$ cat src/hdl/fvn_pkg.sv
// Shared types and constants for the fractal value noise block.
package fvn_pkg;

    // fraction bits of every fixed-point quantity
    localparam int FRAC_BITS = 16;

    localparam logic [1:0] MODE_FBM    = 2'd0;
    localparam logic [1:0] MODE_BILLOW = 2'd1;
    localparam logic [1:0] MODE_RIDGED = 2'd2;

    localparam logic [2:0] REG_MODE    = 3'd0;
    localparam logic [2:0] REG_SEED    = 3'd1;
    localparam logic [2:0] REG_OCTAVES = 3'd2;
    localparam logic [2:0] REG_LACUN   = 3'd3;
    localparam logic [2:0] REG_PERSIST = 3'd4;

    localparam logic [31:0] SEED_STEP  = 32'd1000;
    localparam logic [31:0] HASH_MUL_Z = 32'd57;
    localparam logic [31:0] HASH_MUL_S = 32'd131;
    localparam logic [31:0] HASH_C1    = 32'd15731;
    localparam logic [31:0] HASH_C2    = 32'd789221;
    localparam logic [31:0] HASH_C3    = 32'd1376312589;

    // hash unit operation
    typedef struct packed {
        logic        start;
        logic [31:0] cx;
        logic [31:0] cz;
        logic [31:0] seed;
    } fvn_hash_req_t;

endpackage

$ cat src/hdl/fvn_hash.sv
// Multicycle lattice hash: one 32x32 multiply per cycle.
module fvn_hash (
    input  logic                  clk,
    input  logic                  rst_n,
    input  fvn_pkg::fvn_hash_req_t req,
    output logic                  done,
    output logic [30:0]           hash
);

    localparam logic [2:0] H_IDLE = 3'd0;
    localparam logic [2:0] H_SQ   = 3'd1;
    localparam logic [2:0] H_M1   = 3'd2;
    localparam logic [2:0] H_M2   = 3'd3;
    localparam logic [2:0] H_OUT  = 3'd4;

    logic [2:0]  st_reg, st_next;
    logic [31:0] n_reg, n_next;
    logic [31:0] acc_reg, acc_next;
    logic [31:0] mul_a, mul_b, prod;
    logic [31:0] n0;

    assign n0   = req.cx + req.cz * fvn_pkg::HASH_MUL_Z + req.seed * fvn_pkg::HASH_MUL_S;
    assign prod = mul_a * mul_b;

    always_comb
    begin
        st_next  = st_reg;
        n_next   = n_reg;
        acc_next = acc_reg;
        mul_a    = n_reg;
        mul_b    = n_reg;
        unique case (st_reg)
            H_IDLE:
            begin
                if (req.start)
                begin
                    n_next  = (n0 << 13) ^ n0;
                    st_next = H_SQ;
                end
            end
            H_SQ:
            begin
                acc_next = prod;
                st_next  = H_M1;
            end
            H_M1:
            begin
                mul_a    = acc_reg;
                mul_b    = fvn_pkg::HASH_C1;
                acc_next = prod + fvn_pkg::HASH_C2;
                st_next  = H_M2;
            end
            H_M2:
            begin
                mul_b    = acc_reg;
                acc_next = prod + fvn_pkg::HASH_C3;
                st_next  = H_OUT;
            end
            H_OUT:   st_next = H_IDLE;
            default: st_next = H_IDLE;
        endcase
    end

    always_ff @(posedge clk or negedge rst_n)
    begin
        if (!rst_n)
            st_reg <= H_IDLE;
        else
            st_reg <= st_next;
    end

    always_ff @(posedge clk)
    begin
        n_reg   <= n_next;
        acc_reg <= acc_next;
    end

    assign done = (st_reg == H_OUT);
    assign hash = acc_reg[30:0];

endmodule

$ cat config.mk
export PLATFORM = sky130hd
export DESIGN_NAME = fvn_hash
export DESIGN_NICKNAME = d
export VERILOG_FILES = /design/src/hdl/fvn_pkg.sv /design/src/hdl/fvn_hash.sv
export SDC_FILE = /design/constraint.sdc
export NUM_CORES = 2
export LEC_CHECK = 0
export ABC_AREA = 1
export BUFFER_PORTS_ARGS = -buffer_cell sky130_fd_sc_hd__buf_4
export CAP_MARGIN = 25
export CORE_UTILIZATION = 40
export CTS_CLUSTER_SIZE = 25
export DETAILED_ROUTE_END_ITERATION = 10
export HOLD_SLACK_MARGIN = 0.08
export SYNTH_ARGS = -nofsm -noshare
export SYNTH_HDL_FRONTEND = slang
export SYNTH_SLANG_ARGS = --single-unit
$ cat constraint.sdc
create_clock -name clk -period 9.6 [get_ports clk]
set_input_delay 2.88 -clock clk [delete_from_list [all_inputs] [get_ports clk]]
set_output_delay 2.88 -clock clk [all_outputs]
set_load 0.01 [all_outputs]
==> impl_metrics.csv <==
group,metric,value,unit
synthesis,syn_avg_cell_area,8.30,sq um
synthesis,synth_top_family_by_area,"adder cells",
routing,ant_nets,0,
run,drv_cap,0,
timing,fmax,109,MHz
min_path,timing.hold.worst.class,"reg2reg",
global_route,track_usage,0.247,
synthesis,synthesis.nets,3842,
floorplan,ios,131,
setup_path,critPathArrivalTime,9.29,ns
clocking,cts_tree,"yes",
timing,setup_violations,0,
setup_path,crit_fanout,31,
setup_path,reg2regPathDepth,38,
routing,drc,0,
setup_path,worstPathRequired,9.70,ns
global_route,antenna_found_initial,0,
place,dp.cells,4012,
finish,num_antenna_cells,0,
synthesis,async_flop_share,0.0462,
setup_path,critical_path_class,"reg2reg",
place,dp_hpwl,67100,um
routing,route.vias.total,20100,
place,gp_congestion,0.961,
clocking,clk_path_buf_depth,2,
global_route,grt_pass1_wl,117000,um
timing,worst_pin_slew,0.754,ns
routing,dr.first_iter.drc_count,1345,
routing,wl,76200,um
finish,syn_to_final_growth,12.0,%
synthesis,yosys.area.top_type,"fa_1",
synthesis,synth_compound_area_frac,0.0538,
min_path,hp-start,"n_reg[0]",
synthesis,synthFlopType,"edfxtp_1",
setup_path,crit_path_start_kind,"flop",
synthesis,synthSimpleGateAreaFrac,0.175,
global_route,grt_pass1_vias,20300,
synthesis,synth.top_cell.area_share,0.430,
floorplan,start_util,0.405,
setup_path,critPathTopFamily,"adder cells",
synthesis,synth_xor_area_frac,0.0407,
clocking,root_buffer,"clkbuf_16",
timing,rsz0062_at_grt,"false",
synthesis,seq_area_frac_synth,0.0777,
synthesis,synth_warnings,0,
finish,utilization,0.453,
finish,layout-drive-gt1-share,0.102,
place,placed_cell_area,0.0275,sq mm
synthesis,synth_fa_ha_area_frac,0.533,
routing,vias_per_cell,4.99,
finish,nets,4029,
synthesis,ys_ff_latch,65,
synthesis,synth_cells,3003,
setup_path,crit_buf_inv,7,
setup_path,reg2reg_to,"acc_reg[30]",
timing,period_share,0.957,
setup_path,crit_top_cell,"fa_1",
synthesis,synth_mux_area_frac,0,
finish,final_common_cell,"inv_1",
routing,routedWlPerCell,18.9,um
floorplan,die-area,0.0634,sq mm
min_path,holdPathStages,2,
timing,slew_viol_final,0,
clocking,holdBufCountCts,0,
timing,max_slew_margin,0.494,
timing,min_period,9.18,ns
clocking,cts_buffers,9,
outcome,status,"finished clean",
finish,stdcell_area,0.0279,sq mm
global_route,grt_max_degree,32,
setup_path,critical_path.startpoint,"st_reg[0]",
setup_path,max_stage_delay,0.55,ns
floorplan,row_count,91,
synthesis,yosys-top-cells-area,"fa_1, inv_1, ha_1",
clocking,clock_latency,0.35,ns
setup_path,rr_startpoint,"st_reg[0]",
floorplan,die_width,252,um
synthesis,synth_area,0.0249,sq mm
timing,hold_violations,0,
min_path,hold_path_end,"acc_reg[0]",
timing,tns,0,ns
place,port_buffers,127,
clocking,cts.sinks,65,
clocking,htree_levels,3,
routing,first_pass_iters,6,
global_route,gr-total-overflow,0,
synthesis,synth_edf_count,62,
synthesis,ys_types,51,
setup_path,critPathSlowestCell,"fa_1",
timing,fin_worst_skew,0.0130,ns
finish,final_cells,4032,
setup_path,rrSetupSlack,0.42,ns
floorplan,core-area,0.0616,sq mm
setup_path,crit_path_end_kind,"flop",
floorplan,die_h,252,um
finish,most-common-layout-cells,"inv_1, nand2_1, fa_1",
clocking,path_clk_slew,0.06,ns
-- kinds of logic (layout without fill, tap and decap cells) --
logic type	count (synthesis)	in the layout
AO/OA/AOI/OAI	217	217
XOR/XNOR	116	116
adder cells (fa/ha/maj)	740	740
buffers and inverters	785	977
flip-flops	65	65
AND/OR/NAND/NOR	1080	1080
-- metrics by stage --
stage	worst slack, ns	hold slack, ns
3_5_place_dp	0.274	0.611
3_3_place_gp	0.344	0.624
6_report	0.417	0.628
4_1_cts	0.226	0.638
5_1_grt	0.00650	0.674
2_1_floorplan	1.41	0.543
-- cells in the mapped netlist, types with 2 or more instances --
| master | instances |
|---|---|
| xor2_1 | 75 |
| fa_1 | 536 |
| nor3_1 | 15 |
| ha_1 | 204 |
| o31ai_1 | 2 |
| or2_2 | 3 |
| o22ai_1 | 7 |
| nand3b_1 | 13 |
| nand2_1 | 638 |
| o21a_1 | 3 |
| buf_2 | 9 |
| buf_1 | 5 |
| nor2_2 | 4 |
| edfxtp_1 | 62 |
| clkbuf_1 | 47 |
| a21oi_1 | 79 |
| buf_6 | 5 |
| o21ai_4 | 6 |
| nand3_1 | 83 |
| clkinv_1 | 4 |
| a21boi_0 | 3 |
| buf_4 | 3 |
| inv_2 | 10 |
| inv_1 | 702 |
| nor3b_1 | 2 |
| o21ai_2 | 11 |
| o21ai_0 | 62 |
| a31oi_1 | 4 |
| nor4_1 | 6 |
| nor2_1 | 288 |
| nand4_1 | 17 |
| dfrtp_1 | 3 |
| o21bai_1 | 3 |
| o22ai_2 | 7 |
| nand2_2 | 6 |
| o211ai_1 | 2 |
| o21ai_1 | 17 |
| a21o_1 | 4 |
| xnor2_1 | 41 |
-- per-layer routing --
metal  up-vias  wire, um  GRT usage
met5         -         0          0
met4         0      2620     0.0787
met3       109      5230     0.0341
met2       711     34700      0.395
met1      9978     33600      0.346
li1       9332         -          -
-- worst reg2reg max path, delay by kind of cell, from the launching register on --
kind	cells	cell delay, ns
adder cells (fa/ha/maj)	10	4.58
AND/OR/NAND/NOR	19	2.44
buffers and inverters	7	0.66
AO/OA/AOI/OAI	1	0.53
flip-flops	1	0.46
XOR/XNOR	1	0.25
-- worst max path at each step --
stage,to,slack [ns],depth (start not counted)
finish,acc_reg[30],0.42,38
global route,acc_reg[30],0.007,40
CTS,acc_reg[30],0.23,39
detailed placement,acc_reg[30],0.27,39
global placement,acc_reg[30],0.34,39
floorplan,acc_reg[30],1.41,41
-- cell type report --
type	instances	area [sq um]
tap	837	1050
clock buffer	9	225
timing repair buffer	245	1890
sequential	65	1940
fill	6206	33700
clock inverter	7	95.1
multi-input combinational	2153	20000
inverter	716	2700
-- repair_timing --
item / 4_1_cts / 5_1_grt
gates resized for setup: 0 / 10
buffers inserted: 0 / 4
setup endpoints to repair: 0 / 3
Power is not shown: default switching activity piles up to over one toggle a cycle in this logic, so the estimate is an artifact.
